$ cat config.mk
export PLATFORM = sky130hd
export DESIGN_NAME = rtwt_front
export DESIGN_NICKNAME = d
export VERILOG_FILES = /design/src/rtwt_pkg.sv /design/src/rtwt_front.sv
export SDC_FILE = /design/constraint.sdc
export NUM_CORES = 1
export LEC_CHECK = 0
export ABC_CLOCK_PERIOD_IN_PS = 8300
export CORE_ASPECT_RATIO = 1.75
export CORE_MARGIN = 2
export CORE_UTILIZATION = 63
export CTS_CLUSTER_SIZE = 28
export DETAILED_ROUTE_END_ITERATION = 10
export DONT_BUFFER_PORTS = 1
export GPL_TIMING_DRIVEN = 0
export PLACE_DENSITY = 0.83
export SYNTH_ARGS = -nofsm -noshare
export SYNTH_HDL_FRONTEND = slang
export SYNTH_SLANG_ARGS = --single-unit
$ cat constraint.sdc
create_clock -name clk -period 8.3 [get_ports clk]
set_input_delay 1.66 -clock clk [delete_from_list [all_inputs] [get_ports clk]]
set_output_delay 1.66 -clock clk [all_outputs]
set_load 0.02 [all_outputs]
$ cat src/rtwt_pkg.sv
`timescale 1ns / 1ps
// ----------------------------------------------------------------------------
// rtwt_pkg
// Shared types and constants of the retry timer work table.
// ----------------------------------------------------------------------------
package rtwt_pkg;

	localparam int DEF_TABLE_SLOTS = 16;

	localparam logic [7:0] RETRY_INF = 8'hFF;

	typedef enum logic [2:0] {
		OP_REGISTER   = 3'd0,
		OP_UNREGISTER = 3'd1,
		OP_CHECK      = 3'd2,
		OP_REFRESH    = 3'd3,
		OP_RESET      = 3'd4,
		OP_CLEAR_ALL  = 3'd5,
		OP_TICK_HEAD  = 3'd6,
		OP_TICK_ALL   = 3'd7
	} op_t;

	localparam logic [1:0] STAT_OK        = 2'd0;
	localparam logic [1:0] STAT_FULL      = 2'd1;
	localparam logic [1:0] STAT_NOT_FOUND = 2'd2;

	typedef struct packed {
		op_t         op;
		logic [15:0] handler;
		logic [31:0] param;
		logic [31:0] period;
		logic [7:0]  retry;
		logic        fail;
		logic        sexp;
		logic [31:0] ticks;
	} cmd_t;

	typedef struct packed {
		logic [15:0] handler;
		logic [31:0] param;
		logic [31:0] period;
		logic [31:0] elapsed;
		logic [7:0]  retries;
		logic        fail;
	} entry_t;

	typedef struct packed {
		logic [15:0] handler;
		logic [31:0] param;
		logic        exhausted;
		logic        call_fail;
	} fire_t;

endpackage

$ cat src/rtwt_front.sv
`timescale 1ns / 1ps
// ----------------------------------------------------------------------------
// rtwt_front
// Accepts command items, decodes them and holds them in a two-entry queue.
// ----------------------------------------------------------------------------
module rtwt_front (
	input  logic                 clk,
	input  logic                 arst_n,
	input  logic                 s_axis_tvalid,
	output logic                 s_axis_tready,
	input  logic [127:0]         s_axis_tdata,
	input  logic [2:0]           s_axis_tuser,
	output logic                 q_valid,
	output rtwt_pkg::cmd_t       q_data,
	input  logic                 q_pop
);

	rtwt_pkg::cmd_t qd_q [2];
	logic [1:0]     qn_q;
	rtwt_pkg::cmd_t dec;
	logic           push;
	logic           pop;
	logic           wa;

	always_comb begin
		dec.op      = rtwt_pkg::op_t'(s_axis_tuser);
		dec.handler = s_axis_tdata[15:0];
		dec.param   = s_axis_tdata[47:16];
		dec.period  = s_axis_tdata[79:48];
		dec.retry   = s_axis_tdata[87:80];
		dec.fail    = s_axis_tdata[88];
		dec.sexp    = s_axis_tdata[89];
		dec.ticks   = s_axis_tdata[121:90];
	end

	assign s_axis_tready = (qn_q != 2'd2);
	assign push          = s_axis_tvalid && s_axis_tready;
	assign pop           = q_pop && (qn_q != 2'd0);
	assign wa            = qn_q[1] || (qn_q[0] && !pop);
	assign q_valid       = (qn_q != 2'd0);
	assign q_data        = qd_q[0];

	always_ff @(posedge clk or negedge arst_n) begin
		if (!arst_n) begin
			qn_q <= 2'd0;
		end else begin
			qn_q <= qn_q + {1'b0, push} - {1'b0, pop};
		end
	end

	always_ff @(posedge clk) begin
		if (push && !wa) begin
			qd_q[0] <= dec;
		end else if (pop) begin
			qd_q[0] <= qd_q[1];
		end
		if (push && wa) begin
			qd_q[1] <= dec;
		end
	end

endmodule

==> metrics.md, run 1 <==
| Metric | Value |
|---|---|
| Status | `finished, final reports clean` |
| Final antenna-violating net count | `0` |
| PD cells | `354 mW/mm2` |
| RSZ-0062 raised after global routing | `false` |
| Syn avg cell area | `19.1 um2` |
| CP endpoint | `q_valid` |
| Number of buffers and inverters on the critical path | `0` |
| Net Switching | `1.10 mW` |
| Placer Congestion | `0.757` |
| CTS tree | `yes` |
| Max H-tree Level | `1` |
| Fill cells | `929` |
| Drt via density | `5.63` |
| Routed vias | `4299` |
| Crit path required time | `6.64 ns` |
| DR pass1 iterations | `4` |
| Synth top cells by count | `edfxtp_1, buf_4, mux2_2` |
| Setup bufs post-CTS | `0` |
| Most frequent cell after synthesis | `edfxtp_1` |
| Slew Viols, Final | `0` |
| Antenna violations before repair | `0` |
| CP max FO | `5` |
| Sequential power share | `47.1%` |
| Pin count of the biggest net entering global routing | `126` |
| Finished Core Util | `71.4%` |
| Critical-path cell list | `or2_2` |
| Worst Hold Class | `flop to flop` |
| Hold buffers post-CTS | `0` |
| Top-area cell type share of the netlist area | `74.2%` |
| Cell Rows | `61` |
| Sequential share of the synthesized area | `74.7%` |
| WL final | `17400 um` |
| Leading area contributor after synthesis | `edfxtp_1` |
| Origin of the critical flop-to-flop path | `qn_q[1]$_DFF_PN0_` |
| Main area contributors after synthesis | `edfxtp_1, buf_4, mux2_2` |
| R2R depth | `2` |
| Synth Net Count | `667` |
| Combinational Power Share | `24.5%` |
| Crit path depth | `1` |
| Setup TNS | `0 ns` |
| DRC violations left | `0` |
| Wire length per cell | `22.9 um` |
| R2R Path End | `qd_q[0][95]$_DFFE_PP_` |
| Core area | `0.0158 mm2` |
| Synth Instances | `530` |
| Synth unique cells | `17` |
| # IOs | `262` |
| Setup violators final | `0` |
| # port buffers | `0` |
| Die Ht | `172 um` |
| Clk pwr share | `28.4%` |
| Min Tclk post-route | `3.03 ns` |
| Max Fclk | `330 MHz` |
| FFs w/ async S/R, synth | `0.794%` |
| First-pass GRT wire length | `25400 um` |
| CP startpoint | `qn_q[1]$_DFF_PN0_` |
| GRT Total Usage | `19.5%` |
| Max IR drop VDD | `0.000292 V` |
| Startpoint Class | `flop` |
| CP top delay family | `flip-flops` |
| Root Buffer | `clkbuf_16` |
| Ant. Diodes | `0` |
| Chip Width | `99.8 um` |
| Worst-path clk slew | `0.07 ns` |
| Clk_lat worst skew | `0.51 ns` |
| EDFF count, synth | `250` |
| Pint | `2.90 mW` |
| Layout area overhead | `11.5%` |
| Worst setup path class | `flop to output pin` |
| Share of layout cells above drive strength 1 | `44.6%` |
| Final Hold Viols | `0` |
| Fin crit share | `36.5%` |
| Longest Clk Path Bufs | `3` |
| GRT overflow | `0` |
| Die outline area | `0.0171 mm2` |
| # nets final | `695` |
| Crit path largest cell delay | `0.44 ns` |
| Synthesis Warnings | `0` |
| CTS resizes | `0` |
| Critical Path End Type | `output pin` |
| 1st-iter DRT viols | `224` |
| Detailed placement HPWL | `12000 um` |
| R2R setup slack | `6.05 ns` |
| Top_reg_cell synth | `edfxtp_1` |
| CTS buffer count | `22` |
| CP max-delay cell | `dfrtp_1` |
| Clock sink total | `252` |
| CP Data Arrival Time | `1.37 ns` |
| Switching share of power | `27.5%` |
| Rel. slew slack | `34.3%` |
| P_leak | `4.07 nW` |
| Starting Density | `64.0%` |
| Syn Std Cell Area | `0.0101 mm2` |
| Max-cap check violation count | `0` |
| Clock Skew | `0.0104 ns` |
| Vias in the first global route | `4686` |
| #FFs+latches synth | `252` |
| Pin slew with the least headroom to its limit | `0.985 ns` |
## through the flow
stage	total power [mW]	setup WS, ns	hold slack [ns]	cells	area (um2)
after floorplan	2.72	2.74	0.501	530	10100
after global placement	2.86	1.38	0.507	719	10400
after detailed placement	2.90	5.12	0.511	723	10500
after CTS	4.03	5.25	0.532	763	11300
after global routing	4.14	5.23	0.547	763	11300
final	3.99	5.27	0.526	763	11300
## power by group through the flow
stage	Clock, mW	Sequential [mW]	Combinational [mW]
3_5_place_dp	0	1.91	0.988
3_3_place_gp	0	1.93	0.927
5_1_grt	1.20	1.91	1.04
4_1_cts	1.15	1.88	0.993
6_report	1.14	1.88	0.978
2_1_floorplan	0	1.90	0.820
## how the worst min path moves through the flow
| stage | start | to | slack [ns] | depth (start not counted) |
|---|---|---|---|---|
| after floorplan | qd_q[0][225]$_DFFE_PP_ | qd_q[0][100]$_DFFE_PP_ | 0.50 | 1 |
| after global placement | qd_q[0][206]$_DFFE_PP_ | qd_q[0][81]$_DFFE_PP_ | 0.51 | 1 |
| after CTS | qd_q[0][200]$_DFFE_PP_ | qd_q[0][75]$_DFFE_PP_ | 0.53 | 1 |
| after detailed placement | qd_q[0][233]$_DFFE_PP_ | qd_q[0][108]$_DFFE_PP_ | 0.51 | 1 |
| after global routing | qd_q[0][200]$_DFFE_PP_ | qd_q[0][75]$_DFFE_PP_ | 0.55 | 1 |
| final | qd_q[0][200]$_DFFE_PP_ | qd_q[0][75]$_DFFE_PP_ | 0.53 | 1 |
## kinds of logic after synthesis
| group | synth area share [%] |
|---|---|
| mux | 14.0 |
| xor+xnor | 0.173 |
| simple gates | 0.322 |
| compound gates | 0.136 |
| flops | 74.7 |
| buf+inv | 10.4 |
| fa+ha+maj | 0.247 |
## sequential cells by signal (all words and copies together) (netlist names)
| signal | flops |
|---|---|
| qd_q | 250 |
| qn_q | 2 |
## per-layer routing
layer  wire length (um)  track usage [%]  vias up
li1                   -                -     1910
met1               5750             20.6     2153
met2               9490             35.0      193
met3               1540             6.62       43
met4                654             8.34        0
met5                  0                0        -
## final cells by class
class	count	area [um2]	share of cell area, %
flip-flops and latches	252	7560	67.0
multi-input cells	138	1530	13.6
plain buffers	138	1040	9.23
clock buffers	25	583	5.17
well taps	189	236	2.10
clock inverters	15	235	2.09
repair buffers	4	80.1	0.710
inverters	2	7.51	0.0666
## layout by cell type (no fill, tap or decap)
| cell type | synthesis | layout |
|---|---|---|
| edfxtp_1 | 250 | 250 |
| buf_4 | 125 | 125 |
| mux2_2 | 76 | 75 |
| mux2_1 | 50 | 50 |
| clkbuf_16 | 0 | 23 |
| buf_2 | 7 | 7 |
| buf_6 | 6 | 6 |
| bufinv_16 | 0 | 6 |
| buf_12 | 0 | 4 |
| clkinv_1 | 0 | 3 |
| clkinv_4 | 0 | 3 |
| nand2_1 | 2 | 2 |
| xnor2_1 | 2 | 2 |
| inv_1 | 2 | 2 |
| ha_1 | 2 | 2 |
| clkbuf_1 | 0 | 2 |
| clkinv_2 | 0 | 2 |
| dfrtp_1 | 2 | 2 |
| nand2b_1 | 1 | 1 |
| or2_2 | 1 | 1 |
| and2_1 | 1 | 1 |
| nor2b_1 | 1 | 1 |
| o21ai_2 | 1 | 1 |
| a21oi_4 | 0 | 1 |
| mux2_8 | 0 | 1 |
| clkinvlp_4 | 0 | 1 |
No activity file was read; power rests on OpenSTA's default activity.
==> run 2: changes to the inputs <==
- ABC_CLOCK_PERIOD_IN_PS: 8300 -> 3000
- clock period: 8.3 -> 3 ns (I/O delays scaled with it)
==> run 2 against run 1 <==
Net effect: first-iteration DRC count shrank 8.9%; via count increased by 0.42%; register-to-register slack lost 5.3 ns; largest power group unchanged.
==> metrics.md, run 2 (synthesis gave the netlist of run 1 again) <==
| Metric | Value |
|---|---|
| Clock Skew | `0.0187 ns` |
| Detailed placement HPWL | `11800 um` |
| Starting Density | `64.0%` |
| Net Switching | `2.96 mW` |
| Pint | `7.67 mW` |
| Finished Core Util | `70.6%` |
| Slew Viols, Final | `0` |
| Combinational Power Share | `25.6%` |
| Max Fclk | `439 MHz` |
| First-pass GRT wire length | `25100 um` |
| Placer Congestion | `0.759` |
| CP Data Arrival Time | `2.40 ns` |
| Commonest cells after routing, fill and taps aside | `edfxtp_1, buf_4, mux2_2` |
| WL final | `17500 um` |
| Worst Hold Class | `input pin to flop` |
| Switching share of power | `27.8%` |
| CTS resizes | `0` |
| Biggest register | `qd_q` |
| Biggest registers after layout | `qd_q (250), qn_q (2)` |
| Max IR drop VDD | `0.000825 V` |
| Root Buffer | `clkbuf_16` |
| GR Util met3 | `7.40%` |
| Cell Rows | `61` |
| Hold Path End | `qd_q[0][183]$_DFFE_PP_` |
| Startpoint Class | `flop` |
| Min Tclk post-route | `2.28 ns` |
| Max H-tree Level | `1` |
| Crit path required time | `3.12 ns` |
| CTS buffer count | `22` |
| Critical-path cell list | `or2_2, mux2_8` |
| R2R depth | `2` |
| Pin slew with the least headroom to its limit | `1.00 ns` |
| Max reg flops | `250` |
| Layout area overhead | `10.3%` |
| Critical Path End Type | `flop` |
| Die Ht | `172 um` |
| Status | `finished, final reports clean` |
| CP max FO | `125` |
| Origin of the critical flop-to-flop path | `qn_q[1]$_DFF_PN0_` |
| R2R setup slack | `0.72 ns` |
| # port buffers | `0` |
| Rel. slew slack | `33.2%` |
| Antenna violations before repair | `0` |
| RSZ-0062 raised after global routing | `false` |
| Hold-critical path depth | `0` |
| # nets final | `696` |
| Sequential power share | `49.1%` |
| Pin count of the biggest net entering global routing | `126` |
| Clk pwr share | `25.3%` |
| Worst setup path class | `flop to flop` |
| GRT overflow | `0` |
| Setup TNS | `0 ns` |
| Drt via density | `5.68` |
| Vias in the first global route | `4651` |
| CTS tree | `yes` |
| FF+latch area | `0.00756 mm2` |
| Fill cells | `963` |
| Area of the multi-input gates | `0.00154 mm2` |
| Fin crit share | `75.9%` |
| CP max-delay cell | `mux2_8` |
| Core area | `0.0158 mm2` |
| Routed vias | `4317` |
| Clk_lat worst skew | `0.51 ns` |
| DR pass1 iterations | `4` |
| Share of layout cells above drive strength 1 | `43.3%` |
| P_leak | `4.01 nW` |
| Chip Width | `99.8 um` |
| Min-delay src | `s_axis_tdata[64]` |
| Met1 usage | `20.8%` |
| Die outline area | `0.0171 mm2` |
| Worst-path clk slew | `0.07 ns` |
| R2R Path End | `qd_q[0][14]$_DFFE_PP_` |
| Ant. Diodes | `0` |
| GR peak layer | `met2` |
| Final antenna-violating net count | `0` |
| GRT Total Usage | `19.3%` |
| PD cells | `953 mW/mm2` |
| Setup violators final | `0` |
| Commonest non-fill, non-tap cell in the layout | `edfxtp_1` |
| Clock sink total | `252` |
| Wire length per cell | `23.0 um` |
| DRC violations left | `0` |
| Setup bufs post-CTS | `0` |
| # IOs | `262` |
| Crit path largest cell delay | `0.90 ns` |
| Final Hold Viols | `0` |
| Longest Clk Path Bufs | `3` |
| Max-cap check violation count | `0` |
| 1st-iter DRT viols | `204` |
| GR Layer Usage met2 | `34.2%` |
-- run 2: layout make-up --
type / count / area share, %
tap: 189 / 2.12
multi-input combinational: 138 / 13.8
timing repair buffer: 5 / 0.875
inverter: 2 / 0.0673
clock buffer: 29 / 5.36
clock inverter: 7 / 0.706
buffer: 138 / 9.33
sequential: 252 / 67.7
-- run 2: how the worst max path moves through the flow --
stage                      start                endpoint  slack, ns  depth (start not counted)
2_1_floorplan      s_axis_tvalid  qd_q[0][125]$_DFFE_PP_      -0.12                          2
3_5_place_dp   qn_q[1]$_DFF_PN0_   qd_q[0][75]$_DFFE_PP_       0.77                          2
3_3_place_gp       s_axis_tvalid  qd_q[0][205]$_DFFE_PP_      -0.96                          2
5_1_grt        qn_q[1]$_DFF_PN0_   qd_q[0][74]$_DFFE_PP_       0.65                          2
6_report       qn_q[1]$_DFF_PN0_   qd_q[0][14]$_DFFE_PP_       0.72                          2
4_1_cts        qn_q[1]$_DFF_PN0_   qd_q[0][80]$_DFFE_PP_       0.74                          2
-- run 2: what timing repair did --
action,CTS,global route
endpoints found under the setup margin,0,0
hold buffers,1,0
hold endpoints to repair,2,0
-- run 2: power groups by stage --
stage | Combinational (mW) | Sequential [mW] | Clock [mW]
finish | 2.72 | 5.22 | 2.69
global route | 2.88 | 5.29 | 2.88
CTS | 2.76 | 5.22 | 2.76
detailed placement | 2.75 | 5.29 | 0
global placement | 2.57 | 5.31 | 0
floorplan | 2.28 | 5.23 | 0
-- run 2: routing by layer --
| metal | up-vias | routed length (um) |
|---|---|---|
| met5 | - | 0 |
| met4 | 0 | 668 |
| met3 | 46 | 1700 |
| met2 | 193 | 9280 |
| met1 | 2171 | 5840 |
| li1 | 1907 | - |
-- run 2: metrics by stage --
stage                     hold slack, ns  instances  cell area (um2)  power (mW)  worst slack [ns]
after floorplan                    0.304        530            10100        7.51            -0.120
after global placement             0.305        719            10400        7.88            -0.957
after detailed placement           0.305        723            10500        8.04             0.769
after CTS                          0.160        760            11200        10.8             0.742
after global routing               0.158        760            11200        11.0             0.647
final                              0.184        760            11200        10.6             0.722
-- run 2: critical path, delay by kind of cell, from the launching register on --
kind          cells  cell delay, ns
mux               1            0.90
simple gates      1            0.42
flops             1            0.44
